## src/hw/rtl/ght_pkg.sv

```systemverilog
// ----------------------------------------------------------------------------
// ght_pkg
// shared types, codes and defaults of the generational handle table
// ----------------------------------------------------------------------------
`default_nettype none

package ght_pkg;

  localparam int unsigned SlotsDef       = 16;
  localparam int unsigned GenBitsDef     = 32;
  localparam int unsigned PayloadBitsDef = 32;

  localparam int unsigned FuncW   = 2;
  localparam int unsigned CtxW    = 32;
  localparam int unsigned HSlotW  = 8;
  localparam int unsigned HGenW   = 32;
  localparam int unsigned NPayW   = 32;
  localparam int unsigned StatusW = 3;
  localparam int unsigned OSlotW  = 4;
  localparam int unsigned OGenW   = 32;
  localparam int unsigned OPayW   = 32;

  localparam logic [FuncW-1:0] FN_INSERT  = 2'd0;
  localparam logic [FuncW-1:0] FN_LOOKUP  = 2'd1;
  localparam logic [FuncW-1:0] FN_RELEASE = 2'd2;

  localparam logic [StatusW-1:0] ST_OK      = 3'd0;
  localparam logic [StatusW-1:0] ST_INVALID = 3'd1;
  localparam logic [StatusW-1:0] ST_STALE   = 3'd2;
  localparam logic [StatusW-1:0] ST_FOREIGN = 3'd3;
  localparam logic [StatusW-1:0] ST_FULL    = 3'd4;

  localparam logic [CtxW-1:0] OwnContextRst = 32'd1;

  typedef struct packed {
    logic capture;
    logic pick;
    logic commit;
  } ght_cmd_t;

endpackage

`default_nettype wire

```

## src/hw/rtl/ght_ram.sv

```systemverilog
// ----------------------------------------------------------------------------
// ght_ram
// generic single write, single read ram with registered read data
// ----------------------------------------------------------------------------
`default_nettype none

module ght_ram #(
  parameter int unsigned WIDTH = 32,
  parameter int unsigned DEPTH = 16,
  localparam int unsigned AW   = (DEPTH > 1) ? $clog2(DEPTH) : 1
) (
  input  wire logic             clk_i,
  input  wire logic             we_i,
  input  wire logic [AW-1:0]    waddr_i,
  input  wire logic [WIDTH-1:0] wdata_i,
  input  wire logic [AW-1:0]    raddr_i,
  output logic      [WIDTH-1:0] rdata_o
);

  logic [WIDTH-1:0] mem_q [DEPTH];
  logic [WIDTH-1:0] rdata_q;

  always_ff @(posedge clk_i) begin
    if (we_i) begin
      mem_q[waddr_i] <= wdata_i;
    end
    rdata_q <= mem_q[raddr_i];
  end

  assign rdata_o = rdata_q;

endmodule

`default_nettype wire

```

## src/hw/rtl/ght_ctrl.sv

```systemverilog
// ----------------------------------------------------------------------------
// ght_ctrl
// sequencer: accept, pick slot, commit and strobe the result
// ----------------------------------------------------------------------------
`default_nettype none

module ght_ctrl
  import ght_pkg::*;
(
  input  wire logic clk_i,
  input  wire logic rst_ni,
  input  wire logic start,
  output logic      busy,
  output logic      done_o,
  output ght_cmd_t  cmd_o
);

  typedef enum logic [1:0] {
    S_IDLE,
    S_PICK,
    S_COMMIT
  } state_e;

  state_e state_q;
  logic   done_q;
  logic   accept;

  assign accept = start && (state_q == S_IDLE);

  always_ff @(posedge clk_i or negedge rst_ni) begin
    if (!rst_ni) begin
      state_q <= S_IDLE;
      done_q  <= 1'b0;
    end else begin
      done_q <= 1'b0;
      unique case (state_q)
        S_IDLE: begin
          if (accept) begin
            state_q <= S_PICK;
          end
        end
        S_PICK: begin
          state_q <= S_COMMIT;
        end
        S_COMMIT: begin
          state_q <= S_IDLE;
          done_q  <= 1'b1;
        end
        default: begin
          state_q <= S_IDLE;
        end
      endcase
    end
  end

  assign busy          = (state_q != S_IDLE);
  assign done_o        = done_q;
  assign cmd_o.capture = accept;
  assign cmd_o.pick    = (state_q == S_PICK);
  assign cmd_o.commit  = (state_q == S_COMMIT);

endmodule

`default_nettype wire

```

## src/hw/rtl/ght_dp.sv

```systemverilog
// ----------------------------------------------------------------------------
// ght_dp
// handle table datapath: entry stores, free stack, counters and checks
// ----------------------------------------------------------------------------
`default_nettype none

module ght_dp
  import ght_pkg::*;
#(
  parameter int unsigned SLOTS        = SlotsDef,
  parameter int unsigned GEN_BITS     = GenBitsDef,
  parameter int unsigned PAYLOAD_BITS = PayloadBitsDef
) (
  input  wire logic                clk_i,
  input  wire logic                rst_ni,
  input  wire ght_cmd_t            cmd_i,
  input  wire logic                own_context_we_i,
  input  wire logic [CtxW-1:0]     own_context_i,
  input  wire logic [FuncW-1:0]    func_i,
  input  wire logic [CtxW-1:0]     handle_context_i,
  input  wire logic [HSlotW-1:0]   handle_slot_i,
  input  wire logic [HGenW-1:0]    handle_generation_i,
  input  wire logic [NPayW-1:0]    new_payload_i,
  output logic      [StatusW-1:0]  status_o,
  output logic      [OSlotW-1:0]   out_slot_o,
  output logic      [OGenW-1:0]    out_generation_o,
  output logic      [OPayW-1:0]    out_payload_o
);

  localparam int unsigned SlotW = $clog2(SLOTS);
  localparam int unsigned CntW  = $clog2(SLOTS + 1);

  logic [FuncW-1:0]   func_q;
  logic [CtxW-1:0]    hctx_q;
  logic [HSlotW-1:0]  hslot_q;
  logic [HGenW-1:0]   hgen_q;
  logic [NPayW-1:0]   npay_q;
  logic [CtxW-1:0]    own_ctx_q;

  logic [CntW-1:0]    used_mark_q, used_mark_d;
  logic [CntW-1:0]    free_count_q, free_count_d;
  logic [SLOTS-1:0]   occ_q, occ_d;
  logic [SLOTS-1:0]   gen_vld_q, gen_vld_d;

  logic [SlotW-1:0]   slot_q, sel_slot;
  logic               pop_q, room_q;

  logic [StatusW-1:0] status_q, status_d;
  logic [OSlotW-1:0]  oslot_q, oslot_d;
  logic [OGenW-1:0]   ogen_q, ogen_d;
  logic [OPayW-1:0]   opay_q, opay_d;

  logic [CntW-1:0]         fc_m1;
  logic [SlotW-1:0]        stk_rdata;
  logic                    stk_we;
  logic [GEN_BITS-1:0]     gen_rdata, gen_cur, gen_wdata;
  logic                    gen_we;
  logic [PAYLOAD_BITS-1:0] pay_rdata, pay_wdata;
  logic                    pay_we;
  logic [63:0]             pay_in_ext, pay_out_ext;
  logic [7:0]              slot_ext;
  logic                    handle_ok;
  logic                    ctx_ok, range_ok;

  assign fc_m1 = free_count_q - CntW'(1);

  ght_ram #(.WIDTH(SlotW), .DEPTH(SLOTS)) u_stack_ram (
    .clk_i   (clk_i),
    .we_i    (stk_we),
    .waddr_i (free_count_q[SlotW-1:0]),
    .wdata_i (slot_q),
    .raddr_i (fc_m1[SlotW-1:0]),
    .rdata_o (stk_rdata)
  );

  ght_ram #(.WIDTH(GEN_BITS), .DEPTH(SLOTS)) u_gen_ram (
    .clk_i   (clk_i),
    .we_i    (gen_we),
    .waddr_i (slot_q),
    .wdata_i (gen_wdata),
    .raddr_i (sel_slot),
    .rdata_o (gen_rdata)
  );

  ght_ram #(.WIDTH(PAYLOAD_BITS), .DEPTH(SLOTS)) u_pay_ram (
    .clk_i   (clk_i),
    .we_i    (pay_we),
    .waddr_i (slot_q),
    .wdata_i (pay_wdata),
    .raddr_i (sel_slot),
    .rdata_o (pay_rdata)
  );

  // slot choice: top of free stack, then high-water mark, else the handle
  always_comb begin
    if ((func_q == FN_INSERT) && (free_count_q != '0)) begin
      sel_slot = stk_rdata;
    end else if (func_q == FN_INSERT) begin
      sel_slot = used_mark_q[SlotW-1:0];
    end else begin
      sel_slot = hslot_q[SlotW-1:0];
    end
  end

  assign gen_cur     = gen_vld_q[slot_q] ? gen_rdata : '0;
  assign pay_in_ext  = 64'(npay_q);
  assign pay_out_ext = 64'(pay_rdata);
  assign pay_wdata   = pay_in_ext[PAYLOAD_BITS-1:0];
  assign slot_ext    = 8'(slot_q);

  assign ctx_ok    = (own_ctx_q != '0) && (hctx_q == own_ctx_q);
  assign range_ok  = ({1'b0, hslot_q} < 9'(used_mark_q));
  assign handle_ok = occ_q[slot_q] && (32'(gen_cur) == hgen_q);

  always_comb begin
    status_d     = ST_INVALID;
    oslot_d      = '0;
    ogen_d       = '0;
    opay_d       = '0;
    used_mark_d  = used_mark_q;
    free_count_d = free_count_q;
    occ_d        = occ_q;
    gen_vld_d    = gen_vld_q;
    gen_wdata    = gen_cur;
    gen_we       = 1'b0;
    pay_we       = 1'b0;
    stk_we       = 1'b0;
    if (cmd_i.commit) begin
      unique case (func_q)
        FN_INSERT: begin
          if (pop_q || room_q) begin
            gen_wdata         = (gen_cur == '0) ? GEN_BITS'(1) : gen_cur;
            gen_we            = 1'b1;
            pay_we            = 1'b1;
            occ_d[slot_q]     = 1'b1;
            gen_vld_d[slot_q] = 1'b1;
            if (pop_q) begin
              free_count_d = fc_m1;
            end else begin
              used_mark_d = used_mark_q + CntW'(1);
            end
            status_d = ST_OK;
            oslot_d  = slot_ext[OSlotW-1:0];
            ogen_d   = OGenW'(gen_wdata);
          end else begin
            status_d = ST_FULL;
          end
        end
        FN_LOOKUP, FN_RELEASE: begin
          if (!ctx_ok) begin
            status_d = ST_FOREIGN;
          end else if (!range_ok) begin
            status_d = ST_INVALID;
          end else if (!handle_ok) begin
            status_d = ST_STALE;
          end else begin
            status_d = ST_OK;
            if (func_q == FN_LOOKUP) begin
              opay_d = pay_out_ext[OPayW-1:0];
            end else begin
              occ_d[slot_q]     = 1'b0;
              gen_wdata         = gen_cur + GEN_BITS'(1);
              gen_we            = 1'b1;
              gen_vld_d[slot_q] = 1'b1;
              if (free_count_q < CntW'(SLOTS)) begin
                stk_we       = 1'b1;
                free_count_d = free_count_q + CntW'(1);
              end
            end
          end
        end
        default: begin
          status_d = ST_INVALID;
        end
      endcase
    end
  end

  always_ff @(posedge clk_i or negedge rst_ni) begin
    if (!rst_ni) begin
      own_ctx_q    <= OwnContextRst;
      used_mark_q  <= '0;
      free_count_q <= '0;
      occ_q        <= '0;
      gen_vld_q    <= '0;
    end else begin
      if (own_context_we_i) begin
        own_ctx_q <= own_context_i;
      end
      used_mark_q  <= used_mark_d;
      free_count_q <= free_count_d;
      occ_q        <= occ_d;
      gen_vld_q    <= gen_vld_d;
    end
  end

  always_ff @(posedge clk_i) begin
    if (cmd_i.capture) begin
      func_q  <= func_i;
      hctx_q  <= handle_context_i;
      hslot_q <= handle_slot_i;
      hgen_q  <= handle_generation_i;
      npay_q  <= new_payload_i;
    end
    if (cmd_i.pick) begin
      slot_q <= sel_slot;
      pop_q  <= (free_count_q != '0);
      room_q <= (used_mark_q < CntW'(SLOTS));
    end
    if (cmd_i.commit) begin
      status_q <= status_d;
      oslot_q  <= oslot_d;
      ogen_q   <= ogen_d;
      opay_q   <= opay_d;
    end
  end

  assign status_o         = status_q;
  assign out_slot_o       = oslot_q;
  assign out_generation_o = ogen_q;
  assign out_payload_o    = opay_q;

endmodule

`default_nettype wire

```

## src/hw/rtl/generational_handle_table_core.sv

```systemverilog
// ----------------------------------------------------------------------------
// generational_handle_table_core
// handle table with generation counters, free stack and context check
//
// channel   signals                                 dir  beat taken when
// command   start, busy, func_i, handle_*_i,        in   start && !busy
//           new_payload_i
// result    done_o, status_o, out_slot_o,           out  done_o
//           out_generation_o, out_payload_o
// config    own_context_we_i, own_context_i         in   own_context_we_i
//
// each command steps through accept, slot pick (free stack read) and
// commit (generation and payload read-modify-write); done_o follows
// and a new command may be accepted in that same cycle.
// the free stack ram read and the entry ram read are in series.
// reset needs no clearing pass.
// the receiver cannot stall; results are never held.
// ----------------------------------------------------------------------------
`default_nettype none

module generational_handle_table_core
  import ght_pkg::*;
#(
  parameter int unsigned SLOTS        = SlotsDef,
  parameter int unsigned GEN_BITS     = GenBitsDef,
  parameter int unsigned PAYLOAD_BITS = PayloadBitsDef
) (
  input  wire logic                clk_i,
  input  wire logic                rst_ni,
  input  wire logic                own_context_we_i,
  input  wire logic [CtxW-1:0]     own_context_i,
  input  wire logic                start,
  output logic                     busy,
  input  wire logic [FuncW-1:0]    func_i,
  input  wire logic [CtxW-1:0]     handle_context_i,
  input  wire logic [HSlotW-1:0]   handle_slot_i,
  input  wire logic [HGenW-1:0]    handle_generation_i,
  input  wire logic [NPayW-1:0]    new_payload_i,
  output logic                     done_o,
  output logic      [StatusW-1:0]  status_o,
  output logic      [OSlotW-1:0]   out_slot_o,
  output logic      [OGenW-1:0]    out_generation_o,
  output logic      [OPayW-1:0]    out_payload_o
);

  ght_cmd_t cmd;

  ght_ctrl u_ctrl (
    .clk_i  (clk_i),
    .rst_ni (rst_ni),
    .start  (start),
    .busy   (busy),
    .done_o (done_o),
    .cmd_o  (cmd)
  );

  ght_dp #(
    .SLOTS        (SLOTS),
    .GEN_BITS     (GEN_BITS),
    .PAYLOAD_BITS (PAYLOAD_BITS)
  ) u_dp (
    .clk_i               (clk_i),
    .rst_ni              (rst_ni),
    .cmd_i               (cmd),
    .own_context_we_i    (own_context_we_i),
    .own_context_i       (own_context_i),
    .func_i              (func_i),
    .handle_context_i    (handle_context_i),
    .handle_slot_i       (handle_slot_i),
    .handle_generation_i (handle_generation_i),
    .new_payload_i       (new_payload_i),
    .status_o            (status_o),
    .out_slot_o          (out_slot_o),
    .out_generation_o    (out_generation_o),
    .out_payload_o       (out_payload_o)
  );

  // accepted command is busy until its result beat
  a_accept_busy: assert property (@(posedge clk_i) disable iff (!rst_ni)
    (start && !busy) |=> busy)
    else $error("accepted command did not raise busy");

  a_result_latency: assert property (@(posedge clk_i) disable iff (!rst_ni)
    (start && !busy) |-> ##3 done_o)
    else $error("result beat missing three cycles after accept");

  a_done_idle: assert property (@(posedge clk_i) disable iff (!rst_ni)
    done_o |-> !busy)
    else $error("result beat while still busy");

  a_status_code: assert property (@(posedge clk_i) disable iff (!rst_ni)
    done_o |-> (status_o == ST_OK || status_o == ST_INVALID || status_o == ST_STALE ||
                status_o == ST_FOREIGN || status_o == ST_FULL))
    else $error("undefined status code on result beat");

endmodule

`default_nettype wire
```

## config.mk

```make
export PLATFORM = sky130hd
export DESIGN_NAME = generational_handle_table_core
export DESIGN_NICKNAME = d
export VERILOG_FILES = /design/src/hw/rtl/ght_pkg.sv /design/src/hw/rtl/ght_ram.sv /design/src/hw/rtl/ght_ctrl.sv /design/src/hw/rtl/ght_dp.sv /design/src/hw/rtl/generational_handle_table_core.sv
export SDC_FILE = /design/constraint.sdc
export NUM_CORES = 2
export LEC_CHECK = 0
export BUFFER_PORTS_ARGS = -buffer_cell sky130_fd_sc_hd__buf_2
export CAP_MARGIN = 30
export CORE_MARGIN = 5
export CORE_UTILIZATION = 55
export CTS_BUF_LIST = sky130_fd_sc_hd__clkbuf_4 sky130_fd_sc_hd__clkbuf_8
export DETAILED_ROUTE_END_ITERATION = 8
export GPL_TIMING_DRIVEN = 1
export PLACE_DENSITY = 0.82
export SLEW_MARGIN = 25
export SYNTH_ARGS = -nofsm -noshare
export SYNTH_HDL_FRONTEND = slang
export SYNTH_SLANG_ARGS = --single-unit
```

## constraint.sdc

```tcl
create_clock -name clk_i -period 15.9 [get_ports clk_i]
set_input_delay 0.795 -clock clk_i [delete_from_list [all_inputs] [get_ports clk_i]]
set_output_delay 0.795 -clock clk_i [all_outputs]
set_load 0.02 [all_outputs]
```

== Word-level counts from Yosys, hierarchy flattened ==
Memory sizes are Yosys's and may differ from the RTL's. A register that Yosys moved wholly into a read port is not among the register bits.
Index checks and enable logic that the tools add are counted.
Word-level totals
  flip-flop bits (word level): 260
  bits in writable memories: 1088
  output and inout port bits: 73
  word-level logic and storage cells: 136
  memories: 3
Operators by class
  add/subtract/negate cells: 4
  $lt $le $gt $ge: 5
  equality and inequality tests: 14
  muxes and demuxes: 67
  bitwise gates (word level): 5
  reduce and logical (&&, ||, !) cells: 19
Memories
  u_dp.u_gen_ram.mem_q: words 16, bits a word 32, rd ports 1, clocked after memory_dff 1, write ports 1, line ght_ram.sv:20  | logic [WIDTH-1:0] mem_q [DEPTH];
  u_dp.u_pay_ram.mem_q: words 16, bits a word 32, rd ports 1, clocked after memory_dff 1, write ports 1, line ght_ram.sv:20
  u_dp.u_stack_ram.mem_q: words 16, bits a word 4, rd ports 1, clocked after memory_dff 1, write ports 1, line ght_ram.sv:20
Operators with widths (number)
  $mux 32: 8
  $mux 16: 10
  $eq 32x32->1: 2
  $pmux 16 s2: 2
  $pmux 32 s2: 1
  $mux 5: 7
  $add 32x1->32 const B: 1
  $logic_not 32->1: 1
  $or 16x16->16: 2
  $reduce_bool 32->1: 1
  $mux 1: 25
  $and 16x16->16: 1
  $not 16->16: 1
  $ne 2x1->1 const B: 6
  $add 5x1->5 const B: 2
  $lt 5x5->1 const B: 2
  $pmux 5 s2: 1
  $mux 3: 3
  $reduce_and 9->1: 1
  $bmux 1 s4: 2
  $lt 8x5->1: 1
  $mux 4: 2
  $reduce_and 7->1: 1
  $pmux 3 s2: 1
  20 further kinds: 30

== Depth between registers and ports, before layout ==
  depth in word-level cells: 12
  depth in mapped cells: 20
  depth with buffers taken out: 15

== Hierarchy ==
From an unflattened synthesis, not the netlist that was laid out.
Unflattened totals
  cells, all modules: 2879
  area, all modules: 55015.3 um2
By module, submodules not included
  ght_ram at u_dp.u_gen_ram: times used 1, cells each 838, area each 19836.5 um2, sequential area each 16015.4 um2
  ght_ram at u_dp.u_pay_ram: times used 1, cells each 838, area each 19835.3 um2, sequential area each 16015.4 um2
  ght_dp: times used 1, cells each 1063, area each 12554.5 um2, sequential area each 7348.3 um2
  ght_ram at u_dp.u_stack_ram: times used 1, cells each 130, area each 2666.3 um2, sequential area each 2001.9 um2
  ght_ctrl: times used 1, cells each 10, area each 122.6 um2, sequential area each 75.1 um2

== Worst setup path after synthesis ==
Ideal clock, no wire load.
  path type: flip-flop to flip-flop
  start: register u_dp.slot_q[3]
  end: memory u_dp.u_gen_ram.mem_q[12][0] (enable)
  setup time: 0.502 ns
  arrival time: 6.329 ns
  required time: 15.398 ns
  setup slack: 9.069 ns
  stages on the path, launching flop included: 14
  clock period less this slack: 6.831 ns
  cell sequence: edfxtp_1 > buf_4 > and2b_1 > nand2_1 > and4_1 > buf_4 > o21ai_1 > a22o_1 > or4b_1 > or4_1 > buf_2 > o41ai_1 > nand2_1 > nor4_1
Between the ends
  word-level cells in the longest chain between the ends: 12
  elaborated cells on any way between the ends: 14
RTL lines
  from (decl): line ght_dp.sv:45  | logic [SlotW-1:0] slot_q, sel_slot;
  from (signal assigned): line ght_dp.sv:206  | slot_q <= sel_slot;
  $bmux 1 s4: line ght_dp.sv:105  | assign gen_cur = gen_vld_q[slot_q] ? gen_rdata : '0;
  $mux 1 (not written as such): line ght_dp.sv:105
  $mux 32: line ght_dp.sv:105
  $eq 32x32->1: line ght_dp.sv:113  | assign handle_ok = occ_q[slot_q] && (32'(gen_cur) == hgen_q);
  $logic_and 1x1->1: line ght_dp.sv:113
  $mux 1: line ght_dp.sv:154  | end else if (!handle_ok) begin
  $mux 1: line ght_dp.sv:152  | end else if (!range_ok) begin
  $mux 1: line ght_dp.sv:150  | if (!ctx_ok) begin
  $pmux 1 s2: line ght_dp.sv:129  | unique case (func_q)
  $mux 1: line ght_dp.sv:128  | if (cmd_i.commit) begin
  $mux 1: line ght_ram.sv:24  | if (we_i) begin
  $mux 1 (not written as such): line ght_ram.sv:25  | mem_q[waddr_i] <= wdata_i;
  to (decl): line ght_ram.sv:20
Several ways; a longest one is shown, not always the timed one. The select of a mux whose other input is x is not followed.

== Worst setup path after layout ==
  start: register u_dp.slot_q[1]
  end: memory u_dp.u_gen_ram.mem_q[14][4] (enable)
Same word-level chain as after synthesis.

==> run_results.csv <==
group,metric,value,unit
yosys,ys_ff_latch,1416,
timing,rsz0062_at_grt,"false",
clocking,cts_tree,"done",
floorplan,dieArea,107000,um2
place,hpwl,76200,um
layout,nets,3568,
yosys,syn_area,55400,um2
critical_path,startpoint,"u_dp.slot_q[1]",
timing,slew_headroom,31.1,%
clocking,clk_path_buf_depth,3,
clocking,cts-buffers-inserted,209,
yosys,async_flop_share,5.44,%
power_and_ir_drop,p_clk_share,34.2,%
yosys,synth_edf_count,1271,
timing,finalMaxSlewViolations,0,
layout,fin_util,63.0,%
yosys,ys_types,81,
yosys,yosys-top-cells-area,"edfxtp_1 (69%), mux4_2 (11%), dfrtp_1 (3.4%), dfxtp_1 (2.5%), nand2_1 (2.3%)",
timing,clock.fmax,0.165,GHz
critical_path,worst_setup_path_start_kind,"register",
yosys,synth_ff_type,"edfxtp_1",
yosys,synth.top_cell.area_share,68.9,%
clocking,cts_root_buf,"clkbuf_8",
clocking,clk_pin_slew,0.07,ns
global_route,antenna_found_initial,3,
drt,post-route-drc-count,0,
critical_path,path_class,"register to register",
power_and_ir_drop,power.switching,2350,uW
power_and_ir_drop,pwr-share-comb,14.5,%
timing,setup_ws,9.82,ns
floorplan,coreArea,100000,um2
job,maxCapViolations,0,
global_route,grt_pass1_wl,196000,um
timing,finalSetupTns,0,ns
floorplan,dieHeight,327,um
place,port_buffers,214,
yosys,yosysWarnings,0,
yosys,synth_area_leader_cell,"edfxtp_1",
timing,timing.final.crit_share,38.2,%
layout,n_fill_cell,6422,
clocking,clkLatencyLatePin,0.90,ns
critical_path,endpoint_kind,"register",
drt,detail-route-antenna-nets,0,
timing,worst_pin_slew,1.03,ns
timing,setup_viol,0,
power_and_ir_drop,p_per_area,140,nW/um2
layout,drive_gt1_share,29.3,%
floorplan,rows,116,
critical_path,cp.arrival,6.60,ns
timing,fin_crit,6.08,ns
drt,vias,31100,
power_and_ir_drop,power,8810,uW
critical_path,crit_required,16.43,ns
global_route,grt_pass1_vias,31300,
clocking,htree_levels,4,
yosys,synth_fp_nets,3226,
drt,drt-total-wl,131000,um
global_route,grt.overflow.total,0,
place,place_congestion,0.930,
floorplan,floorplan.initialDensity,55.4,%
yosys,syn_area_per_cell,18.1,um2
hold_path,hp-class,"input pin to register",
power_and_ir_drop,seq_power_share,51.3,%
hold_path,worstHoldStart,"new_payload_i[9]",
drt,first_pass_iters,6,
timing,clock_skew,0.0850,ns
drt,wire_per_inst,26.9,um
power_and_ir_drop,switching_share,26.7,%
yosys,synth_seq_area_share,74.8,%
global_route,grt_usage,24.4,%
run_status,status,"finished, final reports clean",
layout,largest_registers,"u_dp.u_gen_ram.mem_q x512, u_dp.u_pay_ram.mem_q x512, u_dp.u_stack_ram.mem_q x64",
drt,viasPerCell,6.35,
global_route,grt_max_degree,169,
power_and_ir_drop,vdd_drop_max,75.8,uV
floorplan,io-pin-count,215,
power_and_ir_drop,internal_power,6460,uW
yosys,synth_cells,3069,
floorplan,die_w,327,um
timing,hold_violations,0,
clocking,cts.sinks,1416,
power_and_ir_drop,p_leak,0.0216,uW
place,place_ws,9.85,ns
critical_path,cp_max_fo,32,
critical_path,rr_startpoint,"u_dp.slot_q[1]",
drt,drt-initial-drc-count,3949,
layout,area_growth,13.7,%
## cell usage in the layout (no fill, tap or decap), drive strengths merged, types with 10 or more instances in the layout
cell / netlist / final
mux4: 280 / 280
o21ai: 58 / 58
nand4: 28 / 28
nor3: 33 / 33
nor2: 93 / 93
inv: 42 / 52
a21oi: 21 / 21
edfxtp: 1271 / 1271
nand2: 341 / 341
clkbuf: 129 / 332
xor2: 35 / 35
mux2i: 16 / 16
ha: 15 / 15
a41o: 14 / 14
dfxtp: 68 / 68
xnor2: 15 / 15
nor4: 32 / 32
dfrtp: 76 / 76
or4: 12 / 12
a31oi: 67 / 67
nor2b: 11 / 11
buf: 47 / 303
mux2: 35 / 35
nand3: 53 / 53
and3: 83 / 83
and2: 53 / 53
a21o: 10 / 10
clkinv: 0 / 52
## area by class of cell
class | instances | area [um2] | share of cell area, %
Sequential cell | 1416 | 41500 | 65.8
Multi-Input combinational cell | 1435 | 13400 | 21.3
Clock buffer | 329 | 3980 | 6.31
Timing Repair Buffer | 307 | 1940 | 3.08
Tap cell | 1298 | 1620 | 2.58
Clock inverter | 65 | 458 | 0.727
Inverter | 42 | 163 | 0.258
Antenna cell | 4 | 10.0 | 0.0159
## path summary, 6_finish.rpt
kind | endpoint | cells after the start | slack, ns
max in group asynchronous | u_dp.free_count_q[3] | 3 | 14.85
max | u_dp.u_gen_ram.mem_q[14][4] | 12 | 9.82
min in group asynchronous | u_dp.own_ctx_q[13] | 2 | 0.44
max reg2reg | u_dp.u_gen_ram.mem_q[14][4] | 12 | 9.82
min | u_dp.npay_q[9] | 1 | 0.09
min reg2reg | u_dp.gen_vld_q[0] | 1 | 0.47
## cells by family after synthesis
| group | synth area share (%) |
|---|---|
| AOI/OAI and AO/OA | 3.23 |
| xor gates and xnor gates | 0.790 |
| adders and majority gates | 0.339 |
| buffers and inverters | 1.61 |
| DFF | 74.8 |
| muxes | 12.4 |
| and+or+nand+nor | 6.85 |
## worst max-delay path, cell delays in order, from the launching register on
cell and delay [ns]:
edfxtp_1 0.57, nor2b_1 0.75, a22oi_2 0.21, nand4b_1 0.32, nand2_2 0.39, a22o_1 0.31, or4b_1 0.53, or4_1 0.66
o41ai_1 0.54, nand2_1 0.11, buf_4 0.29, nor2_4 0.59, buf_4 0.45
## synthesized netlist by cell type (42+ instances only)
master    instances
nand3_1          53
and2_1           53
mux4_2          280
o21ai_0          44
nor2_1           93
and3_1           83
nand2_1         340
clkbuf_1        129
edfxtp_1       1271
inv_1            42
a31oi_1          67
dfxtp_1          68
dfrtp_1          76
## timing repair
action,CTS,global route
hold endpoints to repair,32,0
gates resized for setup,0,0
buffers inserted,0,0
hold buffers,1,0
## through the flow
step | cell area, um2 | cells | hold WS [ns]
3_5_place_dp | 58500 | 4492 | 0.452
6_report | 63000 | 4896 | 0.0858
2_1_floorplan | 55400 | 3069 | 0.427
3_3_place_gp | 58300 | 4480 | 0.448
5_1_grt | 63000 | 4894 | 0.0392
4_1_cts | 62900 | 4887 | 0.0000595
## per-layer routing
metal  vias to the layer above  share of wire [%]  GRT usage [%]
met5                         -                  0              0
met4                         0                3.2           8.40
met3                       307                 10           5.11
met2                      1995                 49           39.4
met1                     15900                 38           33.6
li1                      12900                  -              -
## power groups by stage
| stage | Combinational [uW] | Clock, uW | Sequential (uW) |
|---|---|---|---|
| 2_1_floorplan | 894 | 0 | 4490 |
| 3_3_place_gp | 1220 | 0 | 4580 |
| 3_5_place_dp | 1260 | 0 | 4580 |
| 4_1_cts | 1270 | 3050 | 4500 |
| 5_1_grt | 1380 | 3230 | 4520 |
| 6_report | 1280 | 3010 | 4520 |
No activity file was read; power rests on OpenSTA's default activity.
